### src/qpht_pkg.sv
`timescale 1ns / 1ps
`default_nettype none
// ----------------------------------------------------------------------------
// qpht_pkg: shared types and constants
// Table geometry, status codes and controller/datapath interface structs.
// ----------------------------------------------------------------------------
package qpht_pkg;

  localparam int TABLE_SIZE = 128;
  localparam int IDX_W      = $clog2(TABLE_SIZE);
  localparam int KEY_W      = 64;
  localparam int PAY_W      = 32;
  localparam int STAT_W     = 3;
  localparam int POS_W      = 7;
  localparam int PROBE_STEP = 2;

  // probe sum and step increment width (pos + step may pass the table end)
  localparam int PW         = IDX_W + 2;

  // home slot: byte mod TABLE_SIZE via reciprocal multiply and one correction
  localparam int RECIP_SH   = 16;
  localparam int RECIP      = (1 << RECIP_SH) / TABLE_SIZE;
  localparam int PROD_W     = 8 + RECIP_SH;
  localparam int RW         = IDX_W + 10;

  typedef logic [STAT_W-1:0] status_t;

  localparam status_t ST_INSERTED   = 3'd0;
  localparam status_t ST_DROPPED    = 3'd1;
  localparam status_t ST_DELETED    = 3'd2;
  localparam status_t ST_HOME_EMPTY = 3'd3;
  localparam status_t ST_NOT_FOUND  = 3'd4;

  localparam logic OP_INSERT = 1'b0;
  localparam logic OP_DELETE = 1'b1;

  typedef struct packed {
    logic load;     // latch the incoming transaction
    logic calc;     // quotient estimate for the home slot
    logic home;     // home slot resolved, first probe address
    logic probe;    // evaluate the slot at the current probe position
    logic publish;  // move the result into the output register
  } ctrl_cmd_t;

  typedef struct packed {
    logic done;     // probe finished, result captured
  } dp_sts_t;

endpackage : qpht_pkg
`default_nettype wire

### src/qpht_ctrl.sv
`timescale 1ns / 1ps
`default_nettype none
// ----------------------------------------------------------------------------
// qpht_ctrl: operation sequencer
// Steps each transaction through home calculation, probing and result hand-off.
// ----------------------------------------------------------------------------
module qpht_ctrl (
  input  wire logic                 clk,
  input  wire logic                 rst_n,
  input  wire logic                 in_valid,
  output logic                      in_ready,
  output logic                      out_valid,
  input  wire logic                 out_ready,
  output qpht_pkg::ctrl_cmd_t       cmd,
  input  wire qpht_pkg::dp_sts_t    sts
);
  import qpht_pkg::*;

  localparam logic [2:0] S_IDLE   = 3'd0;
  localparam logic [2:0] S_CALC   = 3'd1;
  localparam logic [2:0] S_HOME   = 3'd2;
  localparam logic [2:0] S_PROBE  = 3'd3;
  localparam logic [2:0] S_RESULT = 3'd4;

  logic [2:0] state_r, state_nxt;
  logic       out_valid_r, out_valid_nxt;

  always_comb begin
    state_nxt = state_r;
    cmd       = '0;
    unique case (state_r)
      S_IDLE: begin
        if (in_valid) begin
          cmd.load  = 1'b1;
          state_nxt = S_CALC;
        end
      end
      S_CALC: begin
        cmd.calc  = 1'b1;
        state_nxt = S_HOME;
      end
      S_HOME: begin
        cmd.home  = 1'b1;
        state_nxt = S_PROBE;
      end
      S_PROBE: begin
        cmd.probe = 1'b1;
        if (sts.done) state_nxt = S_RESULT;
      end
      S_RESULT: begin
        // wait here while the previous result is still unclaimed
        if (!out_valid_r || out_ready) begin
          cmd.publish = 1'b1;
          state_nxt   = S_IDLE;
        end
      end
      default: state_nxt = S_IDLE;
    endcase
  end

  always_comb begin
    out_valid_nxt = out_valid_r;
    priority if (cmd.publish) out_valid_nxt = 1'b1;
    else if (out_ready)       out_valid_nxt = 1'b0;
    else                      out_valid_nxt = out_valid_r;
  end

  always_ff @(posedge clk) begin
    if (!rst_n) begin
      state_r     <= S_IDLE;
      out_valid_r <= 1'b0;
    end else begin
      state_r     <= state_nxt;
      out_valid_r <= out_valid_nxt;
    end
  end

  assign in_ready  = (state_r == S_IDLE);
  assign out_valid = out_valid_r;

endmodule : qpht_ctrl
`default_nettype wire

### config.mk
export PLATFORM = sky130hd
export DESIGN_NAME = qpht_ctrl
export DESIGN_NICKNAME = d
export VERILOG_FILES = /design/src/qpht_pkg.sv /design/src/qpht_ctrl.sv
export SDC_FILE = /design/constraint.sdc
export NUM_CORES = 1
export LEC_CHECK = 0
export ABC_AREA = 1
export BUFFER_PORTS_ARGS = -buffer_cell sky130_fd_sc_hd__buf_2
export CAP_MARGIN = 20
export CORE_AREA = 5 5 42 44
export DETAILED_ROUTE_END_ITERATION = 8
export DIE_AREA = 0 0 47 49
export SLEW_MARGIN = 5
export SYNTH_ARGS = -nofsm -noshare
export SYNTH_HDL_FRONTEND = slang
export SYNTH_SLANG_ARGS = --single-unit
### constraint.sdc
create_clock -name clk -period 1.9 [get_ports clk]
set_input_delay 0 -clock clk [delete_from_list [all_inputs] [get_ports clk]]
set_output_delay 0 -clock clk [all_outputs]
set_load 0.01 [all_outputs]
Word-level counts from Yosys, hierarchy flattened:

Index checks and enable logic that the tools add are counted.

* output and inout bits: 7
* flip-flop bits (word level): 4

* multiplexer cells: 13
* equality and inequality tests: 7
* reductions and logical operators: 5

Operator list (count)
* 3-bit case mux with 5 select lines: 1
* 1-bit two-way mux: 9
* 3-bit two-way mux: 3
* 3-bit by 2-bit equality test with 1-bit output, second input constant: 2
* 2-bit != test, second input constant: 3
* 3-bit by 1-bit equality test with 1-bit output, second input constant: 1
* 3-bit equality test, second input constant: 1
* 3-bit zero test: 1
* 3-bit AND reduction: 1
* 2-bit nonzero test: 1
* 1-bit zero test: 1
* 1-bit logical OR: 1

Depth between registers and ports, before layout:

Gate-level depths: netlist of run 1.

* depth after elaboration: 5
* mapped depth: 7

Worst setup path before layout of run 1:

Ideal clock, no wire load.

* path kind: flip-flop to flip-flop
* from: register state_r[2]
* to: register state_r[2]
* slack: 988 ps
* stages on the path, launching flop included: 5
* buffers on the path: 0
* data arrival time: 797 ps
* cell sequence: dfxtp_1 nor2_2 nand3_2 a31oi_1 nor2_1

* cells in the longest elaborated chain, start to end: 3

Ends and longest elaborated chain
* start: declaration: RTL line qpht_ctrl.sv:25 `logic [2:0] state_r, state_nxt;`
* start signal: assignment: RTL line qpht_ctrl.sv:73 `state_r <= state_nxt;`
* 3-bit equality test, or another cell as far along: RTL line qpht_ctrl.sv:31 `unique case (state_r)`
* 2-bit != test (no source line)
* 3-bit AND reduction (no source line)

Several ways; a longest one is shown, not always the timed one.
A chain may end at the register's enable or synchronous reset.

==> results of run 1 <==
## state kept, by name, summed over array words and instances, names as in the netlist
signal     count
state_r        3
out_valid      1
## logic make-up (layout without fill, tap and decap cells)
group,after synthesis,in the layout,share of synthesized area
AOI/OAI and AO/OA,3,3,0.0666
buffers and inverters,12,24,0.200
DFF,4,4,0.305
and+or+nand+nor,20,20,0.429
## worst max-delay path, stage by stage (launching register included)
cell and delay, ns:
dfxtp_1 0.36, nor2_2 0.20, inv_1 0.08, nor3_1 0.14, buf_2 0.16
## through the flow
stage / setup slack [ns] / cells / utilization / area [µm²] / hold slack (ns)
floorplan: 0.988 / 39 / - / 263 / 0.132
global placement: 0.949 / 64 / 0.230 / 323 / 0.264
detailed placement: 0.921 / 64 / 0.230 / 323 / 0.274
CTS: 0.725 / 67 / 0.246 / 345 / 0.0222
global route: 0.648 / 67 / 0.246 / 345 / 0.0366
finish: 0.732 / 67 / 0.246 / 345 / 0.0297
## synth_stat cells
cell type,count
a21oi_1,1
a31oi_1,2
buf_4,2
dfxtp_1,4
inv_1,10
nand2_1,3
nand2_2,2
nand3_1,3
nand3_2,2
nor2_1,5
nor2_2,3
nor2_4,1
nor3_1,1
## power by group
| group | total, W | internal [W] | switching [W] |
|---|---|---|---|
| clock network | 0.000108 | 0.0000708 | 0.0000376 |
| logic | 0.0000739 | 0.0000315 | 0.0000425 |
| registers | 0.000100 | 0.0000911 | 0.00000898 |
## cell type report
cell class                 count  area [µm²]
inverter                      10        37.5
multi-input combinational     23         130
clock buffer                   3        22.5
timing repair buffer          11        55.1
sequential                     4        80.1
fill                         165        1060
tap                           16        20.0
## path summary, 6_finish.rpt
check                                                to  cells past startpoint
worst min-delay path            state_r[2]$_SDFFE_PN0P_                      3
worst max register to register  state_r[2]$_SDFFE_PN0P_                      4
worst min register to register   out_valid$_SDFFE_PN0P_                      2
worst max-delay path                             cmd[4]                      4
## layer usage
metal	part of all wire	global-route usage	vias up	wire, µm
li1	-	-	143	-
met5	0	0	-	0
met3	0.12	0.0369	2	64
met1	0.41	0.0702	106	215
met4	0.061	0.0829	0	32
met2	0.41	0.0656	9	215
## cell usage in the layout, fill, tap and decap left out
master / synthesis / routed
nor2_4: 1 / 1
nand3_1: 3 / 3
dfxtp_1: 4 / 4
nand3_2: 2 / 2
nand2_2: 2 / 2
nor2_2: 3 / 3
a31oi_1: 2 / 2
nor2_1: 5 / 5
nand2_1: 3 / 3
inv_1: 10 / 10
nor3_1: 1 / 1
clkbuf_4: 0 / 3
a21oi_1: 1 / 1
buf_2: 0 / 11
==> metrics.cfg, run 1 <==
[run_status]
status=finished, final reports clean

[drt]
wl_per_cell_um=7.88
via_per_inst=3.88
vias=260
drcViolationCount=0
firstDrtPassIters=2
wl_um=528
drtIter0Drc=3
final_antenna_net_count=0

[logic_synthesis]
syn-num-nets=44
yosysSeqAreaShare=0.305
syn_avg_cell_area_um2=6.74
ys_types=13
synth_top_area_cell=dfxtp_1
synth_area_um2=263
synth_area_leaders=dfxtp_1 30%, inv_1 14%, nand3_2 7.6%, nor2_1 7.1%, nor2_2 7.1%
synth_warnings=0
ys_seq_elements=4
synth_top_area_frac=0.305
synthCells=39

[clock_tree]
postCtsSetupRepairBufs=0
cts_root_buf=clkbuf_4
cts.repair.resized=0
cts_made_buffers=3
cts.sinks=4
h-tree-depth=1
cts_buffer_depth=2
cts_tree=built
clkTransAtPathRegs_ns=0.04
holdBufCountCts=0
insertion_delay_ns=0.24

[timing]
slew_headroom=0.852
worstMarginPinSlew_ns=0.222
maxSlewViolCount=0
setup_viol=0
hold_viol=0
tns_ns=0
rsz0062_at_grt=no
worst_clock_skew_ns=0.000343
fin_crit_sh=0.615
layout_min_cycle_time_ns=1.17
max_freq_mhz=856

[floorplan]
rows=14
die_h_um=49
io_pins=12
core_um2=1400
die_w_um=47
start_util=0.188
fp.dieArea_um2=2300

[cells_and_area]
layout-drive-gt1-share=0.431
nets=58
syn_to_final_growth_pct=31.4
diodes=0

[global_route]
grt_overflow=0
grt_pass1_wl_um=924
track_usage=0.0626
antenna_found_initial=0
grt_start_max_net_pins=7
grt_pass1_vias=226

[hold_path]
min-delay-start=rst_n
hold_path.class=input pin to flop

[place]
io_buffers=11
gp_congestion=0.713
hpwl_um=454

[setup_path]
end_kind=output port
setup.worst_path.class=flop to output port
cp_data_required_time_ns=1.90
critPathArrivalTime_ns=1.17
cp-startpoint=state_r[2]$_SDFFE_PN0P_
critPathLaunchType=flop
regToRegSetupSlack_ns=0.91
r2r_start=state_r[2]$_SDFFE_PN0P_
crit_fanout=5

[power]
p_per_area_nw_per_um2=818
leakagePower_nw=0.203
power_w=0.000282
vdd_drop_max_v=0.000211

[run]
max-cap-violations=0

Power figures use the tool's default switching activity.
==> run 2: changes to the inputs <==
==> constraint.sdc (replaced) <==
create_clock -name clk -period 1 [get_ports clk]
set_input_delay 0 -clock clk [delete_from_list [all_inputs] [get_ports clk]]
set_output_delay 0 -clock clk [all_outputs]
set_load 0.01 [all_outputs]
==> run 2 against run 1 <==
  * The flow now finishes with violations (setup timing)
  * Cell count up 7.5%
  * Via count up 11%
  * Clock skew about the same
  * Critical path depth up 1
  * Wire length up 24%
  * Die area unchanged
  * Largest power group is now combinational cells
==> metrics.cfg, run 2 (synthesis results as in run 1) <==
[setup_path]
critical_path.top_delay_family=flip-flops  ; unchanged
setup.worst_path.class=flop to output port  ; unchanged
critPathArrivalTime_ns=1.05  ; was 1.17 ns
cp_data_required_time_ns=1.00  ; was 1.90 ns
cp.depth=5  ; was 4
crit_path_max_incr_delay_ns=0.36  ; about the same
slowest_stage=dfxtp_4  ; was dfxtp_1
crit_fanout=4  ; was 5
path_cells=nor2_4 > buf_6 > nand2_4 > inv_2 > buf_6  ; was nor2_2 > inv_1 > nor3_1 > buf_2
critPathLaunchType=flop  ; unchanged
cp.buffers_inverters=3  ; was 2
worst_path_most_repeated_cell=buf_6
end_kind=output port  ; unchanged
reg2reg_depth=5  ; was 4

[clock_tree]
h-tree-depth=1  ; unchanged
cts_buffer_depth=2  ; unchanged
clkTransAtPathRegs_ns=0.04  ; about the same
cts.sinks=4  ; unchanged
cts_root_buf=clkbuf_4  ; unchanged
cts_made_buffers=3  ; unchanged
insertion_delay_ns=0.24  ; about the same
cts_tree=built  ; unchanged
holdBufCountCts=0  ; unchanged

[power]
leakagePower_nw=0.238  ; was 0.203 nW
vdd_drop_max_v=0.000380  ; was 0.000211 V
p_per_area_nw_per_um2=1400  ; was 818 nW/µm²

[timing]
max_freq_mhz=956
fin_crit_sh=1.05
maxSlewViolCount=0  ; unchanged
hold_viol=0  ; unchanged
rsz0062_at_grt=yes  ; was no
worst_clock_skew_ns=0.000777  ; was 0.000343 ns
layout_min_cycle_time_ns=1.05
slew_headroom=0.912  ; was 0.852
setup_slack_ns=-0.0462  ; was 0.732 ns
setup_viol=4  ; was 0
worstMarginPinSlew_ns=0.132  ; was 0.222 ns

[place]
io_buffers=11  ; unchanged
dp_cells=64  ; unchanged
hpwl_um=457  ; was 454 µm
gp_congestion=0.713  ; about the same

[cells_and_area]
instances_no_fill=72  ; was 67
syn_to_final_growth_pct=68.1  ; was 31.4%
final_cell_mix=9 x buf_2, 8 x inv_1, 4 x nor2_1, 4 x buf_6  ; was 11 x buf_2, 10 x inv_1, 5 x nor2_1
nets=63  ; was 58
post-route-util=0.315  ; was 0.246
layout_commonest_cell=buf_2  ; unchanged
diodes=0  ; unchanged
layout-drive-gt1-share=0.643  ; was 0.431
regMostFlops=state_r  ; unchanged
largest_reg_flops=3  ; unchanged

[global_route]
grt_start_max_net_pins=7  ; unchanged
track_usage=0.0746  ; was 0.0626
antenna_found_initial=0  ; unchanged
grt_pass1_vias=259  ; was 226
grt_pass1_wl_um=1100  ; was 924 µm
grt_overflow=0  ; unchanged

[floorplan]
die_h_um=49  ; unchanged
die_w_um=47  ; unchanged
io_pins=12  ; unchanged
start_util=0.188  ; unchanged
core_um2=1400  ; unchanged
rows=14  ; unchanged
fp.dieArea_um2=2300  ; unchanged

[drt]
final_antenna_net_count=0  ; unchanged
wl_per_cell_um=9.08  ; was 7.88 µm
firstDrtPassIters=4  ; was 2
vias=288  ; was 260
wl_um=654  ; was 528 µm
via_per_inst=4.00  ; was 3.88
drtIter0Drc=3  ; unchanged
drcViolationCount=0  ; unchanged

[run_status]
violations=setup timing
status=finished with violations  ; was finished, final reports clean

[hold_path]
worstHoldPathCells=3  ; unchanged
hold_path.class=input pin to flop  ; unchanged

[run]
max-cap-violations=0  ; unchanged

## run 2: worst reg2reg max path: cells and delay by family, from the launching register on
family / cells / cell delay [ns]
DFF: 1 / 0.36
and+or+nand+nor: 3 / 0.28
buffers and inverters: 1 / 0.15
AOI/OAI and AO/OA: 1 / 0.14
## run 2: through the flow
step	hold WS, ns	setup slack (ns)	cell area (µm²)	total power, W	setup TNS [ns]
2_1_floorplan	0.132	0.0879	263	0.000291	0
3_3_place_gp	0.264	0.0492	323	0.000337	0
3_5_place_dp	0.274	0.0209	323	0.000336	0
4_1_cts	0.0208	-0.0558	403	0.000584	-0.126
5_1_grt	0.0273	-0.121	442	0.000680	-0.762
6_report	0.0279	-0.0462	442	0.000619	-0.142
## run 2: power breakdown
part	total [W]	internal, W	switching (W)
Clock	0.000203	0.000134	0.0000687
Combinational	0.000212	0.000109	0.000103
Sequential	0.000204	0.000175	0.0000299
## run 2: final timing paths
check | startpoint | endpoint | slack [ns]
worst min-delay path | rst_n | state_r[2]$_SDFFE_PN0P_ | 0.03
worst max register to register | state_r[0]$_SDFFE_PN0P_ | state_r[2]$_SDFFE_PN0P_ | -0.04
worst min register to register | out_valid$_SDFFE_PN0P_ | out_valid$_SDFFE_PN0P_ | 0.50
worst max-delay path | state_r[0]$_SDFFE_PN0P_ | cmd[2] | -0.05
## run 2: what timing repair did
action	4_1_cts	5_1_grt
gates resized for setup	10	9
cloned	0	0
endpoints found under the setup margin	6	9
pin swaps	4	4
buffers inserted	4	1
## run 2: cell type report
| type | instances | area, µm² |
|---|---|---|
| well taps | 16 | 20.0 |
| flip-flops and latches | 4 | 91.3 |
| clock buffers | 3 | 22.5 |
| inverters | 10 | 37.5 |
| multi-input cells | 23 | 158 |
| repair buffers | 16 | 113 |
| fillers | 161 | 960 |
## run 2: layer usage
layer | vias to the layer above | GRT usage | share of wire
met3 | 2 | 0.0332 | 0.093
met2 | 9 | 0.104 | 0.49
li1 | 154 | - | -
met5 | - | 0 | 0
met4 | 0 | 0.0829 | 0.049
met1 | 123 | 0.0724 | 0.36
